**src/rtl/assert_macros.svh**
```systemverilog
// assertion macros for the rtl files (included by the top level)
`ifndef ASSERT_MACROS_SVH
`define ASSERT_MACROS_SVH

// checked on every rising clock edge outside reset
`define SOP_ASSERT(lbl, prop) \
  lbl: assert property (@(posedge clk_i) disable iff (!rst_ni) prop) \
    else $error("assertion failed");

// checked on every rising clock edge, also during reset
`define SOP_ASSERT_ALWAYS(lbl, prop) \
  lbl: assert property (@(posedge clk_i) prop) \
    else $error("assertion failed");

`endif

```
**src/rtl/sop_pkg.sv**
```systemverilog
// package: widths, constants, state and command types of the path search
package sop_pkg;

  localparam int unsigned MAX_POINTS_DEF = 8;
  localparam int unsigned COORD_W        = 8;
  localparam int unsigned EXTRA_W        = 8;
  localparam int unsigned LINK_W         = 18;
  localparam int unsigned TOTAL_W        = 21;
  localparam int unsigned D2_W           = 17;
  localparam int unsigned FRAC_SH        = 16;
  localparam int unsigned RAD_W          = 34;
  localparam int unsigned ROOT_W         = 17;
  localparam int unsigned Q_SH           = 8;

  localparam logic [EXTRA_W-1:0] EXTRA_RST = 8'd16;
  localparam logic [TOTAL_W-1:0] TOTAL_ONES = '1;

  typedef enum logic [4:0] {
    ST_IDLE,
    ST_START,
    ST_ONE_RD,
    ST_ONE_SET,
    ST_PRE_RA,
    ST_PRE_RB,
    ST_PRE_SQ,
    ST_PRE_ST,
    ST_PRE_RT,
    ST_SRCH_INIT,
    ST_EV_RD,
    ST_EV_ACC,
    ST_EV_CMP,
    ST_OUT_INIT,
    ST_OUT_RF,
    ST_OUT_RT,
    ST_OUT_SET,
    ST_OUT_WAIT
  } sop_state_e;

  typedef enum logic [2:0] {
    RS_PA,
    RS_PB,
    RS_BF,
    RS_BT,
    RS_ZERO
  } sop_rsel_e;

  typedef struct packed {
    logic      in_rdy;
    logic      load;
    logic      pt_rd;
    sop_rsel_e pt_sel;
    logic      lat_a;
    logic      sq;
    logic      rt_go;
    logic      dist_wr;
    logic      pair_nxt;
    logic      srch_init;
    logic      dist_rd;
    logic      dist_best;
    logic      ev_acc;
    logic      ev_cmp;
    logic      out_init;
    logic      lat_from;
    logic      out_set;
    logic      one_set;
    logic      link_nxt;
  } sop_cmd_t;

  typedef struct packed {
    logic n_one;
    logic pair_last;
    logic k_last;
    logic perm_last;
    logic rt_done;
    logic out_acc;
    logic out_last;
  } sop_sts_t;

endpackage

```
**src/rtl/sop_pt_if.sv**
```systemverilog
// channel interface for point items
interface sop_pt_if import sop_pkg::*; ();
  logic               valid;
  logic               ready;
  logic [COORD_W-1:0] point_x;
  logic [COORD_W-1:0] point_y;
  logic               last_point;

  modport source (output valid, output point_x, output point_y, output last_point,
                  input ready);
  modport sink (input valid, input point_x, input point_y, input last_point,
                output ready);
endinterface

```
**src/rtl/sop_link_if.sv**
```systemverilog
// channel interface for link result items
interface sop_link_if import sop_pkg::*; ();
  logic               valid;
  logic               ready;
  logic [COORD_W-1:0] from_x;
  logic [COORD_W-1:0] from_y;
  logic [COORD_W-1:0] to_x;
  logic [COORD_W-1:0] to_y;
  logic [LINK_W-1:0]  link_length;
  logic [TOTAL_W-1:0] total_length;
  logic               last_link;

  modport source (output valid, output from_x, output from_y, output to_x, output to_y,
                  output link_length, output total_length, output last_link,
                  input ready);
  modport sink (input valid, input from_x, input from_y, input to_x, input to_y,
                input link_length, input total_length, input last_link,
                output ready);
endinterface

```
**src/rtl/sop_cfg_if.sv**
```systemverilog
// configuration write channel carrying the link extra
interface sop_cfg_if import sop_pkg::*; ();
  logic               valid;
  logic               ready;
  logic [EXTRA_W-1:0] link_extra;

  modport source (output valid, output link_extra, input ready);
  modport sink (input valid, input link_extra, output ready);
endinterface

```
**src/rtl/sop_isqrt.sv**
```systemverilog
// iterative integer square root, one root bit per cycle
module sop_isqrt import sop_pkg::*; (
  input  logic              clk_i,
  input  logic              rst_ni,
  input  logic              start_i,
  input  logic [RAD_W-1:0]  rad_i,
  output logic              done_o,
  output logic [ROOT_W-1:0] root_o
);

  localparam int unsigned REM_W = ROOT_W + 3;
  localparam int unsigned CNT_W = $clog2(ROOT_W + 1);

  logic [RAD_W-1:0]  rad_q;
  logic [REM_W-1:0]  rem_q;
  logic [ROOT_W-1:0] root_q;
  logic [CNT_W-1:0]  cnt_q;
  logic              done_q;
  logic [REM_W-1:0]  rem_sh;
  logic [REM_W-1:0]  trial;

  assign rem_sh = {rem_q[REM_W-3:0], rad_q[RAD_W-1 -: 2]};
  assign trial  = REM_W'({root_q, 2'b01});

  always_ff @(posedge clk_i or negedge rst_ni) begin
    if (!rst_ni) begin
      cnt_q  <= '0;
      done_q <= 1'b0;
    end else begin
      done_q <= (cnt_q == CNT_W'(1));
      if (start_i) begin
        cnt_q <= CNT_W'(ROOT_W);
      end else if (cnt_q != '0) begin
        cnt_q <= cnt_q - CNT_W'(1);
      end
    end
  end

  always_ff @(posedge clk_i) begin
    if (start_i) begin
      rad_q  <= rad_i;
      rem_q  <= '0;
      root_q <= '0;
    end else if (cnt_q != '0) begin
      rad_q <= {rad_q[RAD_W-3:0], 2'b00};
      if (rem_sh >= trial) begin
        rem_q  <= rem_sh - trial;
        root_q <= {root_q[ROOT_W-2:0], 1'b1};
      end else begin
        rem_q  <= rem_sh;
        root_q <= {root_q[ROOT_W-2:0], 1'b0};
      end
    end
  end

  assign done_o = done_q;
  assign root_o = root_q;

endmodule

```
**src/rtl/sop_ctrl.sv**
```systemverilog
// controller: sequences loading, distance table fill, search and output
module sop_ctrl import sop_pkg::*; (
  input  logic     clk_i,
  input  logic     rst_ni,
  input  logic     in_valid_i,
  input  logic     in_last_i,
  input  sop_sts_t sts_i,
  output sop_cmd_t cmd_o
);

  sop_state_e state_q, state_d;

  always_ff @(posedge clk_i or negedge rst_ni) begin
    if (!rst_ni) begin
      state_q <= ST_IDLE;
    end else begin
      state_q <= state_d;
    end
  end

  always_comb begin
    state_d = state_q;
    unique case (state_q)
      ST_IDLE: begin
        if (in_valid_i && in_last_i) state_d = ST_START;
      end
      ST_START:     state_d = sts_i.n_one ? ST_ONE_RD : ST_PRE_RA;
      ST_ONE_RD:    state_d = ST_ONE_SET;
      ST_ONE_SET:   state_d = ST_OUT_WAIT;
      ST_PRE_RA:    state_d = ST_PRE_RB;
      ST_PRE_RB:    state_d = ST_PRE_SQ;
      ST_PRE_SQ:    state_d = ST_PRE_ST;
      ST_PRE_ST:    state_d = ST_PRE_RT;
      ST_PRE_RT: begin
        if (sts_i.rt_done) state_d = sts_i.pair_last ? ST_SRCH_INIT : ST_PRE_RA;
      end
      ST_SRCH_INIT: state_d = ST_EV_RD;
      ST_EV_RD:     state_d = ST_EV_ACC;
      ST_EV_ACC:    state_d = sts_i.k_last ? ST_EV_CMP : ST_EV_RD;
      ST_EV_CMP:    state_d = sts_i.perm_last ? ST_OUT_INIT : ST_EV_RD;
      ST_OUT_INIT:  state_d = ST_OUT_RF;
      ST_OUT_RF:    state_d = ST_OUT_RT;
      ST_OUT_RT:    state_d = ST_OUT_SET;
      ST_OUT_SET:   state_d = ST_OUT_WAIT;
      ST_OUT_WAIT: begin
        if (sts_i.out_acc) state_d = sts_i.out_last ? ST_IDLE : ST_OUT_RF;
      end
      default:      state_d = ST_IDLE;
    endcase
  end

  always_comb begin
    cmd_o        = '0;
    cmd_o.pt_sel = RS_PA;
    unique case (state_q)
      ST_IDLE: begin
        cmd_o.in_rdy = 1'b1;
        cmd_o.load   = in_valid_i;
      end
      ST_ONE_RD: begin
        cmd_o.pt_rd  = 1'b1;
        cmd_o.pt_sel = RS_ZERO;
      end
      ST_ONE_SET: cmd_o.one_set = 1'b1;
      ST_PRE_RA: begin
        cmd_o.pt_rd  = 1'b1;
        cmd_o.pt_sel = RS_PA;
      end
      ST_PRE_RB: begin
        cmd_o.lat_a  = 1'b1;
        cmd_o.pt_rd  = 1'b1;
        cmd_o.pt_sel = RS_PB;
      end
      ST_PRE_SQ: cmd_o.sq = 1'b1;
      ST_PRE_ST: cmd_o.rt_go = 1'b1;
      ST_PRE_RT: begin
        cmd_o.dist_wr  = sts_i.rt_done;
        cmd_o.pair_nxt = sts_i.rt_done;
      end
      ST_SRCH_INIT: cmd_o.srch_init = 1'b1;
      ST_EV_RD:     cmd_o.dist_rd = 1'b1;
      ST_EV_ACC:    cmd_o.ev_acc = 1'b1;
      ST_EV_CMP:    cmd_o.ev_cmp = 1'b1;
      ST_OUT_INIT:  cmd_o.out_init = 1'b1;
      ST_OUT_RF: begin
        cmd_o.pt_rd  = 1'b1;
        cmd_o.pt_sel = RS_BF;
      end
      ST_OUT_RT: begin
        cmd_o.lat_from  = 1'b1;
        cmd_o.pt_rd     = 1'b1;
        cmd_o.pt_sel    = RS_BT;
        cmd_o.dist_rd   = 1'b1;
        cmd_o.dist_best = 1'b1;
      end
      ST_OUT_SET:  cmd_o.out_set = 1'b1;
      ST_OUT_WAIT: cmd_o.link_nxt = sts_i.out_acc && !sts_i.out_last;
      default: begin
        cmd_o.in_rdy = 1'b0;
      end
    endcase
  end

endmodule

```
**src/rtl/sop_dp.sv**
```systemverilog
// datapath: point store, distance table, order registers and result register
module sop_dp import sop_pkg::*; #(
  parameter int unsigned MaxPoints = MAX_POINTS_DEF
) (
  input  logic               clk_i,
  input  logic               rst_ni,
  input  sop_cmd_t           cmd_i,
  output sop_sts_t           sts_o,
  input  logic [COORD_W-1:0] pt_x_i,
  input  logic [COORD_W-1:0] pt_y_i,
  input  logic               pt_last_i,
  input  logic               cfg_valid_i,
  input  logic [EXTRA_W-1:0] cfg_extra_i,
  input  logic               out_ready_i,
  output logic               out_valid_o,
  output logic [COORD_W-1:0] from_x_o,
  output logic [COORD_W-1:0] from_y_o,
  output logic [COORD_W-1:0] to_x_o,
  output logic [COORD_W-1:0] to_y_o,
  output logic [LINK_W-1:0]  link_length_o,
  output logic [TOTAL_W-1:0] total_length_o,
  output logic               last_link_o
);

  localparam int unsigned IdxW  = (MaxPoints > 1) ? $clog2(MaxPoints) : 1;
  localparam int unsigned CntW  = $clog2(MaxPoints + 1) + 1;
  localparam int unsigned DAW   = 2 * IdxW;
  localparam int unsigned PT_W  = 2 * COORD_W;

  // memories
  logic [PT_W-1:0]   pt_mem   [MaxPoints];
  logic [LINK_W-1:0] dist_mem [1 << DAW];
  logic [PT_W-1:0]   pt_rdata_q;
  logic [LINK_W-1:0] dist_rdata_q;

  // control registers
  logic [CntW-1:0]    cnt_q, n_q;
  logic [IdxW-1:0]    pa_q, pb_q, k_q;
  logic [IdxW-1:0]    trial_q [MaxPoints];
  logic [IdxW-1:0]    best_q  [MaxPoints];
  logic               out_valid_q;

  // payload registers
  logic [EXTRA_W-1:0] extra_q;
  logic [PT_W-1:0]    pa_pt_q;
  logic [D2_W-1:0]    d2_q;
  logic [TOTAL_W-1:0] acc_q, best_tot_q, tot_q;
  logic [COORD_W-1:0] from_x_q, from_y_q, to_x_q, to_y_q;
  logic [LINK_W-1:0]  len_q;
  logic               last_q;

  logic [IdxW-1:0]    pt_raddr;
  logic [DAW-1:0]     dist_raddr;
  logic [IdxW-1:0]    n_m1;
  logic [IdxW-1:0]    k_p1;
  logic               k_last;
  logic               pt_full;
  logic [COORD_W-1:0] dx, dy;
  logic [D2_W-1:0]    d2_d;
  logic               rt_done;
  logic [ROOT_W-1:0]  root;
  logic [LINK_W-1:0]  link_len;
  logic [TOTAL_W-1:0] acc_sum;

  // next permutation lanes
  logic [MaxPoints-1:0] desc;
  logic [IdxW-1:0]      ipos, jpos;
  logic [IdxW-1:0]      piv;
  logic [IdxW-1:0]      perm_nxt [MaxPoints];
  int                   m;

  assign n_m1    = IdxW'(n_q - CntW'(1));
  assign k_p1    = IdxW'(k_q + IdxW'(1));
  assign k_last  = ((CntW'(k_q) + CntW'(2)) == n_q);
  assign pt_full = (cnt_q == CntW'(MaxPoints));

  sop_isqrt u_isqrt (
    .clk_i   (clk_i),
    .rst_ni  (rst_ni),
    .start_i (cmd_i.rt_go),
    .rad_i   (RAD_W'({d2_q, FRAC_SH'(0)})),
    .done_o  (rt_done),
    .root_o  (root)
  );

  assign link_len = LINK_W'(root) + (LINK_W'(extra_q) << Q_SH);

  always_comb begin
    case (cmd_i.pt_sel)
      RS_PA:   pt_raddr = pa_q;
      RS_PB:   pt_raddr = pb_q;
      RS_BF:   pt_raddr = best_q[k_q];
      RS_BT:   pt_raddr = best_q[k_p1];
      default: pt_raddr = '0;
    endcase
  end

  assign dist_raddr = cmd_i.dist_best ? {best_q[k_q], best_q[k_p1]}
                                      : {trial_q[k_q], trial_q[k_p1]};

  assign dx   = (pa_pt_q[COORD_W-1:0] > pt_rdata_q[COORD_W-1:0])
              ? pa_pt_q[COORD_W-1:0] - pt_rdata_q[COORD_W-1:0]
              : pt_rdata_q[COORD_W-1:0] - pa_pt_q[COORD_W-1:0];
  assign dy   = (pa_pt_q[PT_W-1:COORD_W] > pt_rdata_q[PT_W-1:COORD_W])
              ? pa_pt_q[PT_W-1:COORD_W] - pt_rdata_q[PT_W-1:COORD_W]
              : pt_rdata_q[PT_W-1:COORD_W] - pa_pt_q[PT_W-1:COORD_W];
  assign d2_d = D2_W'(dx) * D2_W'(dx) + D2_W'(dy) * D2_W'(dy);

  assign acc_sum = acc_q + TOTAL_W'(dist_rdata_q);

  // lexicographic successor of the trial order over the first n lanes
  always_comb begin
    desc = '0;
    ipos = '0;
    jpos = '0;
    for (int k = 1; k < MaxPoints; k++) begin
      desc[k] = (k < int'(n_q)) && (trial_q[k-1] < trial_q[k]);
      if (desc[k]) ipos = IdxW'(k - 1);
    end
    piv = trial_q[ipos];
    for (int k = 0; k < MaxPoints; k++) begin
      if ((k < int'(n_q)) && (trial_q[k] > piv)) jpos = IdxW'(k);
    end
    for (int k = 0; k < MaxPoints; k++) begin
      m = int'(n_q) - 1 + int'(ipos) + 1 - k;
      if (k < int'(ipos)) begin
        perm_nxt[k] = trial_q[k];
      end else if (k == int'(ipos)) begin
        perm_nxt[k] = trial_q[jpos];
      end else if (k < int'(n_q)) begin
        // suffix reversed after the swap
        perm_nxt[k] = (m == int'(jpos)) ? piv : trial_q[IdxW'(m)];
      end else begin
        perm_nxt[k] = trial_q[k];
      end
    end
  end

  // memories
  always_ff @(posedge clk_i) begin
    if (cmd_i.load && !pt_full) begin
      pt_mem[IdxW'(cnt_q)] <= {pt_y_i, pt_x_i};
    end
    if (cmd_i.pt_rd) begin
      pt_rdata_q <= pt_mem[pt_raddr];
    end
  end

  always_ff @(posedge clk_i) begin
    if (cmd_i.dist_wr) begin
      dist_mem[{pa_q, pb_q}] <= link_len;
    end
    if (cmd_i.dist_rd) begin
      dist_rdata_q <= dist_mem[dist_raddr];
    end
  end

  // control state
  always_ff @(posedge clk_i or negedge rst_ni) begin
    if (!rst_ni) begin
      cnt_q       <= '0;
      n_q         <= '0;
      pa_q        <= '0;
      pb_q        <= '0;
      k_q         <= '0;
      out_valid_q <= 1'b0;
      extra_q     <= EXTRA_RST;
      for (int k = 0; k < MaxPoints; k++) begin
        trial_q[k] <= IdxW'(k);
      end
    end else begin
      if (cfg_valid_i) extra_q <= cfg_extra_i;
      if (cmd_i.load) begin
        if (pt_last_i) begin
          cnt_q <= '0;
          n_q   <= pt_full ? cnt_q : cnt_q + CntW'(1);
          pa_q  <= '0;
          pb_q  <= '0;
        end else if (!pt_full) begin
          cnt_q <= cnt_q + CntW'(1);
        end
      end
      if (cmd_i.pair_nxt) begin
        if (pb_q == n_m1) begin
          pb_q <= '0;
          pa_q <= pa_q + IdxW'(1);
        end else begin
          pb_q <= pb_q + IdxW'(1);
        end
      end
      if (cmd_i.srch_init) begin
        k_q <= '0;
        for (int k = 0; k < MaxPoints; k++) begin
          trial_q[k] <= IdxW'(k);
        end
      end
      if (cmd_i.ev_acc || cmd_i.link_nxt) k_q <= k_p1;
      if (cmd_i.ev_cmp) begin
        k_q <= '0;
        if (|desc) begin
          for (int k = 0; k < MaxPoints; k++) begin
            trial_q[k] <= perm_nxt[k];
          end
        end
      end
      if (cmd_i.out_init) k_q <= '0;
      if (cmd_i.out_set || cmd_i.one_set) begin
        out_valid_q <= 1'b1;
      end else if (out_valid_q && out_ready_i) begin
        out_valid_q <= 1'b0;
      end
    end
  end

  // payload
  always_ff @(posedge clk_i) begin
    if (cmd_i.lat_a) pa_pt_q <= pt_rdata_q;
    if (cmd_i.sq) d2_q <= d2_d;
    if (cmd_i.srch_init) begin
      acc_q      <= '0;
      best_tot_q <= TOTAL_ONES;
    end
    if (cmd_i.ev_acc) acc_q <= acc_sum;
    if (cmd_i.ev_cmp) begin
      acc_q <= '0;
      if (acc_q < best_tot_q) begin
        best_tot_q <= acc_q;
        for (int k = 0; k < MaxPoints; k++) begin
          best_q[k] <= trial_q[k];
        end
      end
    end
    if (cmd_i.out_init) tot_q <= '0;
    if (cmd_i.lat_from) begin
      from_x_q <= pt_rdata_q[COORD_W-1:0];
      from_y_q <= pt_rdata_q[PT_W-1:COORD_W];
    end
    if (cmd_i.out_set) begin
      to_x_q <= pt_rdata_q[COORD_W-1:0];
      to_y_q <= pt_rdata_q[PT_W-1:COORD_W];
      len_q  <= dist_rdata_q;
      tot_q  <= tot_q + TOTAL_W'(dist_rdata_q);
      last_q <= k_last;
    end
    if (cmd_i.one_set) begin
      from_x_q <= pt_rdata_q[COORD_W-1:0];
      from_y_q <= pt_rdata_q[PT_W-1:COORD_W];
      to_x_q   <= pt_rdata_q[COORD_W-1:0];
      to_y_q   <= pt_rdata_q[PT_W-1:COORD_W];
      len_q    <= '0;
      tot_q    <= '0;
      last_q   <= 1'b1;
    end
  end

  assign sts_o.n_one     = (n_q == CntW'(1));
  assign sts_o.pair_last = (pa_q == n_m1) && (pb_q == n_m1);
  assign sts_o.k_last    = k_last;
  assign sts_o.perm_last = ~|desc;
  assign sts_o.rt_done   = rt_done;
  assign sts_o.out_acc   = out_valid_q && out_ready_i;
  assign sts_o.out_last  = last_q;

  assign out_valid_o    = out_valid_q;
  assign from_x_o       = from_x_q;
  assign from_y_o       = from_y_q;
  assign to_x_o         = to_x_q;
  assign to_y_o         = to_y_q;
  assign link_length_o  = len_q;
  assign total_length_o = tot_q;
  assign last_link_o    = last_q;

endmodule

```
**src/rtl/shortest_open_path_search_core.sv**
```systemverilog
// top level: brute force shortest open path over up to MaxPoints points
//
//   channel  dir  handshake     payload
//   pt_i     in   valid/ready   point_x, point_y, last_point
//   link_o   out  valid/ready   from_x/y, to_x/y, link_length, total_length, last_link
//   cfg_i    in   valid/ready   link_extra (always ready)
//
// points load one item per cycle while idle; the item marked last starts the search
// distance table fill: n*n pairs, each read, squared, rooted and written, sqrt unit one bit a cycle
// search: n! orders, one distance table read per link, then a compare of the order total
// output: per link, read the from and to points, set the item, then wait on link_o.ready; no clearing pass after reset
// pt_i is not ready from the last point until the final link item is taken
`include "assert_macros.svh"

module shortest_open_path_search_core import sop_pkg::*; #(
  parameter int unsigned MaxPoints = MAX_POINTS_DEF
) (
  input  logic       clk_i,
  input  logic       rst_ni,
  sop_pt_if.sink     pt_i,
  sop_link_if.source link_o,
  sop_cfg_if.sink    cfg_i
);

  sop_cmd_t cmd;
  sop_sts_t sts;

  assign pt_i.ready  = cmd.in_rdy;
  assign cfg_i.ready = 1'b1;

  sop_ctrl u_ctrl (
    .clk_i      (clk_i),
    .rst_ni     (rst_ni),
    .in_valid_i (pt_i.valid),
    .in_last_i  (pt_i.last_point),
    .sts_i      (sts),
    .cmd_o      (cmd)
  );

  sop_dp #(
    .MaxPoints (MaxPoints)
  ) u_dp (
    .clk_i          (clk_i),
    .rst_ni         (rst_ni),
    .cmd_i          (cmd),
    .sts_o          (sts),
    .pt_x_i         (pt_i.point_x),
    .pt_y_i         (pt_i.point_y),
    .pt_last_i      (pt_i.last_point),
    .cfg_valid_i    (cfg_i.valid),
    .cfg_extra_i    (cfg_i.link_extra),
    .out_ready_i    (link_o.ready),
    .out_valid_o    (link_o.valid),
    .from_x_o       (link_o.from_x),
    .from_y_o       (link_o.from_y),
    .to_x_o         (link_o.to_x),
    .to_y_o         (link_o.to_y),
    .link_length_o  (link_o.link_length),
    .total_length_o (link_o.total_length),
    .last_link_o    (link_o.last_link)
  );

  // points are only taken with no result pending
  `SOP_ASSERT(a_no_load_while_out, pt_i.ready |-> !link_o.valid)
  // running total never falls below the link it includes
  `SOP_ASSERT(a_total_covers_link, link_o.valid |-> (link_o.total_length >= link_o.link_length))
  // after the final link item the block is back to loading
  `SOP_ASSERT(a_idle_after_last, (link_o.valid && link_o.ready && link_o.last_link) |=> pt_i.ready)
  // during reset nothing is offered
  `SOP_ASSERT_ALWAYS(a_reset_quiet, !rst_ni |=> !link_o.valid)

endmodule

```
**src/flat_wrapper.sv**
```systemverilog
// flat-port wrapper written by rule: the top's interface ports become plain ports
module shortest_open_path_search_core_flat import sop_pkg::*;
#(
  parameter int unsigned MaxPoints = MAX_POINTS_DEF
)
  (clk_i, rst_ni, pt_i_valid, pt_i_point_x, pt_i_point_y, pt_i_last_point, pt_i_ready, link_o_valid, link_o_from_x, link_o_from_y, link_o_to_x, link_o_to_y, link_o_link_length, link_o_total_length, link_o_last_link, link_o_ready, cfg_i_valid, cfg_i_link_extra, cfg_i_ready);
  sop_pt_if pt_i_i ();
  sop_link_if link_o_i ();
  sop_cfg_if cfg_i_i ();
  input  logic clk_i;
  input  logic rst_ni;
  input wire logic [$bits(pt_i_i.valid)-1:0] pt_i_valid;
  input wire logic [$bits(pt_i_i.point_x)-1:0] pt_i_point_x;
  input wire logic [$bits(pt_i_i.point_y)-1:0] pt_i_point_y;
  input wire logic [$bits(pt_i_i.last_point)-1:0] pt_i_last_point;
  output wire logic [$bits(pt_i_i.ready)-1:0] pt_i_ready;
  output wire logic [$bits(link_o_i.valid)-1:0] link_o_valid;
  output wire logic [$bits(link_o_i.from_x)-1:0] link_o_from_x;
  output wire logic [$bits(link_o_i.from_y)-1:0] link_o_from_y;
  output wire logic [$bits(link_o_i.to_x)-1:0] link_o_to_x;
  output wire logic [$bits(link_o_i.to_y)-1:0] link_o_to_y;
  output wire logic [$bits(link_o_i.link_length)-1:0] link_o_link_length;
  output wire logic [$bits(link_o_i.total_length)-1:0] link_o_total_length;
  output wire logic [$bits(link_o_i.last_link)-1:0] link_o_last_link;
  input wire logic [$bits(link_o_i.ready)-1:0] link_o_ready;
  input wire logic [$bits(cfg_i_i.valid)-1:0] cfg_i_valid;
  input wire logic [$bits(cfg_i_i.link_extra)-1:0] cfg_i_link_extra;
  output wire logic [$bits(cfg_i_i.ready)-1:0] cfg_i_ready;
  assign pt_i_i.valid = pt_i_valid;
  assign pt_i_i.point_x = pt_i_point_x;
  assign pt_i_i.point_y = pt_i_point_y;
  assign pt_i_i.last_point = pt_i_last_point;
  assign pt_i_ready = pt_i_i.ready;
  assign link_o_valid = link_o_i.valid;
  assign link_o_from_x = link_o_i.from_x;
  assign link_o_from_y = link_o_i.from_y;
  assign link_o_to_x = link_o_i.to_x;
  assign link_o_to_y = link_o_i.to_y;
  assign link_o_link_length = link_o_i.link_length;
  assign link_o_total_length = link_o_i.total_length;
  assign link_o_last_link = link_o_i.last_link;
  assign link_o_i.ready = link_o_ready;
  assign cfg_i_i.valid = cfg_i_valid;
  assign cfg_i_i.link_extra = cfg_i_link_extra;
  assign cfg_i_ready = cfg_i_i.ready;
  shortest_open_path_search_core #(.MaxPoints(MaxPoints)) u_core (.clk_i(clk_i), .rst_ni(rst_ni), .pt_i(pt_i_i), .link_o(link_o_i), .cfg_i(cfg_i_i));
endmodule
```
**config.mk**
```make
export PLATFORM = sky130hd
export DESIGN_NAME = shortest_open_path_search_core_flat
export DESIGN_NICKNAME = d
export VERILOG_FILES = /design/src/rtl/sop_pkg.sv /design/src/rtl/sop_pt_if.sv /design/src/rtl/sop_link_if.sv /design/src/rtl/sop_cfg_if.sv /design/src/rtl/sop_isqrt.sv /design/src/rtl/sop_ctrl.sv /design/src/rtl/sop_dp.sv /design/src/rtl/shortest_open_path_search_core.sv /design/src/flat_wrapper.sv
export VERILOG_INCLUDE_DIRS = /design/src /design/src/rtl
export SDC_FILE = /design/constraint.sdc
export NUM_CORES = 2
export LEC_CHECK = 0
export ABC_AREA = 0
export BUFFER_PORTS_ARGS = -buffer_cell sky130_fd_sc_hd__buf_2
export CORE_ASPECT_RATIO = 0.75
export CORE_MARGIN = 3
export CORE_UTILIZATION = 55
export CTS_CLUSTER_SIZE = 10
export DETAILED_ROUTE_END_ITERATION = 12
export HOLD_SLACK_MARGIN = 0.15
export PLACE_DENSITY_LB_ADDON = 0.25
export RECOVER_POWER = 100
export SKIP_LAST_GASP = 1
export SYNTH_ARGS = -nofsm -noshare
export SYNTH_HDL_FRONTEND = slang
export SYNTH_SLANG_ARGS = --single-unit
```
**constraint.sdc**
```tcl
create_clock -name clk_i -period 14.3 [get_ports clk_i]
set_clock_uncertainty 0.1 [all_clocks]
set_input_delay 1.43 -clock clk_i [delete_from_list [all_inputs] [get_ports clk_i]]
set_output_delay 1.43 -clock clk_i [all_outputs]
set_load 0.005 [all_outputs]
```
==> Word level (Yosys, flattened, before mapping) <==
Memory sizes are Yosys's and may differ from the RTL's. A register that Yosys moved wholly into a read port is not among the register bits.
Cells that the tools add are included.
{ "word_totals": {"ff_bits": 263, "mem_bits_rw": 1304, "input_bits": 30, "out_inout_bits": 75, "elab_cells": 385, "n_memories": 3} }
{ "classes": {"n_addsub": 26, "n_mul": 2, "order_cmp": 45, "eq_ne": 59, "mux": 156, "bitwise": 12, "reduce_logical": 49} }
{ "mem_list": {"columns": ["memory", "depth", "width", "read_ports", "rd_clocked_by_memory_dff", "wr", "line", "source"], "rows": [
  ["u_core.u_dp.dist_mem", 64, 18, 1, 1, 1, "sop_dp.sv:32", "logic [LINK_W-1:0] dist_mem [1 << DAW];"],
  ["u_core.u_dp.pt_mem", 8, 16, 1, 1, 1, "sop_dp.sv:31", "logic [PT_W-1:0] pt_mem [MaxPoints];"],
  ["u_core.u_dp.best_q", 8, 3, 2, 0, 8, "sop_dp.sv:40", "logic [IdxW-1:0] best_q [MaxPoints];"]
]} }
{ "ops": {"columns": ["op", "n"], "rows": [
  ["$mux W3", 81],
  ["$eq A32 B4 Y1", 6],
  ["$mux W21", 7],
  ["$bmux W3 S3", 12],
  ["$pmux W5 S17", 1],
  ["$mux W8", 10],
  ["$mux W24", 3],
  ["$mux W33", 2],
  ["$eq A5 B4 Y1 const B", 9],
  ["$add A21 B18 Y21", 2],
  ["$sub A8 B4 Y9 const B", 4],
  ["$mux W5", 7],
  ["$ge A3 B4 Y1 const B", 8],
  ["$mul A8 B8 Y16", 2],
  ["$ne A4 B4 Y1 const B", 8],
  ["$sub A8 B8 Y8", 4],
  ["$mux W1", 26],
  ["$not A3 Y3", 8],
  ["$gt A3 B3 Y1", 7],
  ["$lt A21 B21 Y1", 1],
  ["$lt A3 B3 Y1", 7],
  ["$ne A3 B3 Y1 const B", 7],
  ["$eq A5 B3 Y1 const B", 4],
  ["$ge A20 B19 Y1", 1],
  ["other kinds (53)", 122]
]} }

==> Depth between registers and ports, before layout <==
{ "logic_depth": {"ltp_word": 29, "ltp_mapped": 34, "ltp_nobuf": 32} }

==> Modules after synthesis <==
Synthesis repeated with hierarchy kept, for this count alone.
{ "unflattened": {"cells_unflattened": 4968, "area_unflattened_um2": 74277.5} }
{ "by_module_without_submodules": {"columns": ["mod", "instances", "cells_per_inst", "area_each_um2", "seq_area_each_um2"], "rows": [
  ["sop_dp", 1, 4472, 69520.4, 45089.5],
  ["sop_isqrt", 1, 401, 4100.2, 1871.8],
  ["sop_ctrl", 1, 93, 645.6, 125.1],
  ["shortest_open_path_search_core", 1, 2, 11.3, 0.0]
]} }

==> Least setup slack after synthesis <==
OpenSTA, ideal clock, no wires.
{ "synth_path": {"path_kind": "register -> register", "startpoint": "reg u_core.u_dp.pa_pt_q[0]", "endpoint": "reg u_core.u_dp.d2_q[15], data pin", "arrival_ps": 7503, "path_slack_ps": 6431, "path_stages_with_launch": 35, "period_less_slack_ps": 7869, "path_cell_list": "edfxtp_1 > inv_1 > ha_1 > inv_1 > fa_1 > a21o_1 > a21oi_1 > o22ai_1 > o22a_1 > clkbuf_1 > mux2i_1 > o21ai_0 > a21oi_1 > xor2_1 > clkbuf_1 > nor2_1 > fa_1 > inv_1 > fa_1 > fa_1 > inv_1 > fa_1 > fa_1 > inv_1 > fa_1 > inv_1 > ha_1 > a21oi_1 > o21bai_1 > a21oi_1 > nor2b_1 > o2111ai_1 > nand3_1 > o41ai_1 > xnor2_1"} }
{ "synth_between": {"elab_chain_cells": 4, "word_cells_on_any_way": 6, "cone_classes": "add/sub: 3; mul: 1; order compare: 1; mux: 1"} }
{ "synth_rtl": {"columns": ["item", "line", "source"], "rows": [
  ["from (decl)", "sop_dp.sv:45", "logic [PT_W-1:0] pa_pt_q;"],
  ["from (signal assigned)", "sop_dp.sv:217", "if (cmd_i.lat_a) pa_pt_q <= pt_rdata_q;"],
  ["$sub A8 B8 Y8 (tied with other cells)", "sop_dp.sv:103", ": pt_rdata_q[COORD_W-1:0] - pa_pt_q[COORD_W-1:0];"],
  ["$mux W8 (*)", "sop_dp.sv:102", "? pa_pt_q[COORD_W-1:0] - pt_rdata_q[COORD_W-1:0]"],
  ["$mul A8 B8 Y16 (*)", "sop_dp.sv:107", "assign d2_d = D2_W'(dx) * D2_W'(dx) + D2_W'(dy) * D2_W'(dy);"],
  ["$add A16 B16 Y17 (*)", "sop_dp.sv:107", null],
  ["via u_core.u_dp.d2_d[15]", "sop_dp.sv:59", "logic [D2_W-1:0] d2_d;"],
  ["to (signal assigned)", "sop_dp.sv:218", "if (cmd_i.sq) d2_q <= d2_d;"],
  ["to (decl)", "sop_dp.sv:46", "logic [D2_W-1:0] d2_q;"]
]} }
Mark *: on every way through the listed nets, which the timed path passes. The rest lies on a longest branch.
A chain may end at the register's enable or synchronous reset.

==> Worst setup path after layout <==
{ "layout_path": {"startpoint": "reg u_core.u_dp.trial_q[16] in the netlist's numbering", "endpoint": "reg u_core.u_dp.trial_q[18] in the netlist's numbering"} }
{ "layout_between": {"elab_chain_cells": 29, "word_cells_on_any_way": 59, "cone_classes": "add/sub: 3; order compare: 10; eq/ne: 4; mux: 28; bitwise: 3; reduce/logical: 11"} }
{ "layout_rtl": {"columns": ["item", "line", "source"], "rows": [
  ["from (decl)", "sop_dp.sv:39", "logic [IdxW-1:0] trial_q [MaxPoints];"],
  ["from (signal, indexed assignment)", "sop_dp.sv:169", "trial_q[k] <= IdxW'(k);"],
  ["from (signal, indexed assignment)", "sop_dp.sv:194", "trial_q[k] <= IdxW'(k);"],
  ["from (signal, indexed assignment)", "sop_dp.sv:202", "trial_q[k] <= perm_nxt[k];"],
  ["branches (longest 29 deep; another with $sub A8 B2 Y9)", null, null]
]} }
Parallel ways; which one is timed is not known. The select of a mux whose other input is x is not followed.

==> parameters.txt <==
Parameter                              Value

Outcome
  Status    finished with violations
  Violated checks    capacitance limit, slew limit

STA
  Crit path time final    9.22 ns
  Unrepaired setup endpoints after global routing    no
  Normalized max-slew margin    -159%
  Final clock period utilization by the worst path    64.5%
  Setup Viol. Count Final    0
  Post-Route Setup TNS    0 ns
  Number of slew-limit violations in the final report    2242
  Timing-limited maximum frequency    108 MHz
  Pin slew with the least headroom to its limit    3.89 ns
  Hold violation total from the final report    0

Clock tree
  Clock tree from TritonCTS    built
  Number of levels the H-tree was split into    4
  Reg clk slew, reported paths    0.06 ns
  Clock latency on the worst-skew pair    0.80 ns
  Max clock buf depth    3
  Number of gates resized after CTS    0
  Post CTS Setup Buffer Count    0
  Clk Tree Root Cell    sky130_fd_sc_hd__clkbuf_16
  Sink count of the clock tree    1601
  Post-CTS Hold Fix Bufs    0
  Number of buffers inserted during clock tree synthesis    179

Run
  Max-capacitance violation count    62

Critical path
  Reg2reg end    u_core.u_dp.trial_q[18]
  Source of the worst register-to-register timing path    u_core.u_dp.trial_q[16]
  CP Capture Type    flip-flop
  Data arrival time of the critical path    9.83 ns
  Reg-to-reg setup timing slack    5.08 ns
  Worst R2R Path Depth    18
  Worst-path maximum fanout    17
  Required time worst endpoint    14.91 ns
  Type of origin of the critical path    flip-flop
  Setup CP Type    flip-flop to flip-flop

Global route
  Maximum number of pins on one net before global-route repair    168
  GR Util All Layers    27.1%
  Via count of the first global-routing pass    46.1k
  Initial antenna violation count    2
  Wire length of the first global-routing pass    290000 µm
  Sum of overflow across all layers after global routing    0

Worst hold path
  Worst hold start    u_core.u_dp.link_length_o[6]
  HP Class    flip-flop to flip-flop
  Instance count along the most critical hold path    1
  Hold worst-path end    u_core.u_dp.link_length_o[6]

Logic synthesis
  Arithmetic-cell share of the synthesized area counting full adders, half adders and majority gates    6.08%
  Sequential share of the synthesized area    62.5%
  List of most frequent post-synthesis cells    1420 x sky130_fd_sc_hd__edfxtp_1, 1053 x sky130_fd_sc_hd__nand2_1, 255 x sky130_fd_sc_hd__inv_1
  Basic-gate share of the synthesized area counting and, or, nand and nor cells    12.1%
  Synth Flop Type    sky130_fd_sc_hd__edfxtp_1
  Yosys top cell area share    57.2%
  Most frequent cell after synthesis    sky130_fd_sc_hd__edfxtp_1
  Syn_area_per_cell    12.7 µm²
  Leading post-synthesis cells by cell area    sky130_fd_sc_hd__edfxtp_1 57%, sky130_fd_sc_hd__nand2_1 5.3%, sky130_fd_sc_hd__ha_1 3.8%
  Fraction of synthesized area in multiplexers    5.53%
  Unique cell type count in the Yosys netlist    107
  Cell count after synthesis    5878
  Largest family of logic cells by synthesized area    simple AND/OR/NAND/NOR gates
  Number of synthesized register bits    1601
  Number of enable-type register cells in the synthesized netlist    1420
  Cell area after synthesis    0.0745 mm²
  Async S/R FF share, synth    3.94%
  Synth warnings    0
  Cell taking the most area after synthesis    sky130_fd_sc_hd__edfxtp_1
  Post-synthesis compound-gate area fraction    9.10%
  Post-synthesis xor/xnor area fraction    1.41%
  Synthesized netlist net count    6219

Place
  Last weighted congestion value of the routability-driven placer    0.916
  Port bufs    103
  Total half-perimeter wirelength after legalization and detailed placement    117000 µm
  Post-placement cell area    0.0772 mm²

Floorplan
  Starting utilization of the core area    55.6%
  Height of the die    325 µm
  Placeable Area    0.134 mm²
  Row cnt    116
  Number of top-level pins    105
  Area enclosed by the die boundary    0.140 mm²
  DIE WIDTH    431 µm

Route
  Total wire length after detailed routing    193000 µm
  Number of remaining DRC errors    0
  Avg Vias per Cell    6.21
  Number of iterations in the first detailed-routing pass    6
  Via count    48.6k
  Detailed Route Iter0 Violations    6177
  Wire length per cell    24.7 µm
  Post-DRT Antenna Nets    0

Layout
  # diodes    0
  Final-stage net count    6316
  Layout overhead on the synthesized area    9.49%
  Share of cells above drive strength 1    8.15%
  Summed area of non-filler cells in the final layout    0.0816 mm²
==> routing by layer <==
| layer | track usage, % | wire length [µm] | vias up |
|---|---|---|---|
| met5 | 0 | 14 | - |
| met4 | 8.63 | 5190 | 2 |
| met3 | 6.06 | 19400 | 331 |
| met2 | 38.1 | 81900 | 2236 |
| met1 | 42.0 | 86200 | 24100 |
| li1 | - | - | 21900 |
==> area by class of cell <==
class	count	area [µm²]
clock buffer	241	4820
clock inverter	12	195
fill	10200	52400
inverter	258	968
multi-input combinational	3708	25700
sequential	1601	46600
tap	1770	2210
timing repair buffer	227	1100
==> state kept, by name (all words and copies together), names as in the netlist, 8 cells and up <==
name,flops
u_core.u_dp.acc_q,21
u_core.u_dp.best_q,24
u_core.u_dp.best_tot_q,21
u_core.u_dp.d2_q,17
u_core.u_dp.dist_mem,1152
u_core.u_dp.dist_rdata_q,18
u_core.u_dp.extra_q,8
u_core.u_dp.from_x_o,8
u_core.u_dp.from_y_o,8
u_core.u_dp.link_length_o,18
u_core.u_dp.pa_pt_q,16
u_core.u_dp.pt_mem,128
u_core.u_dp.pt_rdata_q,16
u_core.u_dp.to_x_o,8
u_core.u_dp.to_y_o,8
u_core.u_dp.total_length_o,21
u_core.u_dp.trial_q,24
u_core.u_dp.u_isqrt.rad_q,18
u_core.u_dp.u_isqrt.rem_q,18
u_core.u_dp.u_isqrt.root_o,17
==> worst max-delay path by stage <==
stage	from	endpoint	slack, ns	cells past startpoint
global placement	u_core.u_dp.pa_pt_q[0]	u_core.u_dp.d2_q[15]	5.59	32
floorplan	u_core.u_dp.pa_pt_q[0]	u_core.u_dp.d2_q[15]	6.43	34
detailed placement	u_core.u_dp.pt_rdata_q[1]	u_core.u_dp.d2_q[15]	5.48	30
CTS	u_core.u_dp.pt_rdata_q[1]	u_core.u_dp.d2_q[15]	5.45	30
global route	u_core.u_dp.k_q[1]	u_core.u_dp.dist_rdata_q[16]	4.62	11
finish	u_core.u_dp.trial_q[16]	u_core.u_dp.trial_q[18]	5.08	18
==> kinds of logic after synthesis <==
group | Yosys count
XOR/XNOR | 116
multiplexers | 336
AO/OA/AOI/OAI | 953
other | 1
AND/OR/NAND/NOR | 1990
buffers and inverters | 569
flip-flops | 1601
adder cells (fa/ha/maj) | 312
==> placed cells by master, fill, tap and decap left out, drive strengths merged, types with 102 or more instances in the layout <==
cell type	synthesis	final
inv	255	259
nand3	216	216
mux2i	214	214
nor2	252	252
o21ai	102	102
a211oi	170	170
a21oi	129	129
a31oi	207	207
ha	227	227
dfxtp	118	118
and2	160	160
nand2	1054	1054
clkbuf	169	391
nand4	104	104
edfxtp	1420	1420
==> per-stage QoR <==
step                utilization, %  hold WS (ns)  cells  setup slack (ns)
floorplan                        -         0.323   5878              6.43
global placement              57.6         0.351   7564              5.59
detailed placement            57.6         0.352   7564              5.48
CTS                           61.4         0.367   7817              5.45
global route                  60.9         0.385   7817              4.62
finish                        60.9         0.374   7817              5.08
==> critical path, stage by stage, from the launching register on <==
cell and delay [ns]:
sky130_fd_sc_hd__dfstp_1 0.95, sky130_fd_sc_hd__inv_1 0.16, sky130_fd_sc_hd__ha_1 0.33, sky130_fd_sc_hd__a21o_1 0.16, sky130_fd_sc_hd__a211o_1 0.32, sky130_fd_sc_hd__o31ai_1 1.33
sky130_fd_sc_hd__mux2i_1 0.29, sky130_fd_sc_hd__a21oi_1 0.09, sky130_fd_sc_hd__o221ai_1 1.35, sky130_fd_sc_hd__ha_1 0.44, sky130_fd_sc_hd__nor2b_1 0.14, sky130_fd_sc_hd__o21a_1 0.16
sky130_fd_sc_hd__o21ai_0 0.38, sky130_fd_sc_hd__and4_1 0.92, sky130_fd_sc_hd__xnor2_1 0.28, sky130_fd_sc_hd__mux2i_1 0.20, sky130_fd_sc_hd__nor4b_1 0.81, sky130_fd_sc_hd__mux2_1 0.44
sky130_fd_sc_hd__a221oi_1 0.26
Power is left out: the tool's default activity adds up to more than one toggle a clock period on the data nets, which glitch-free logic cannot reach.
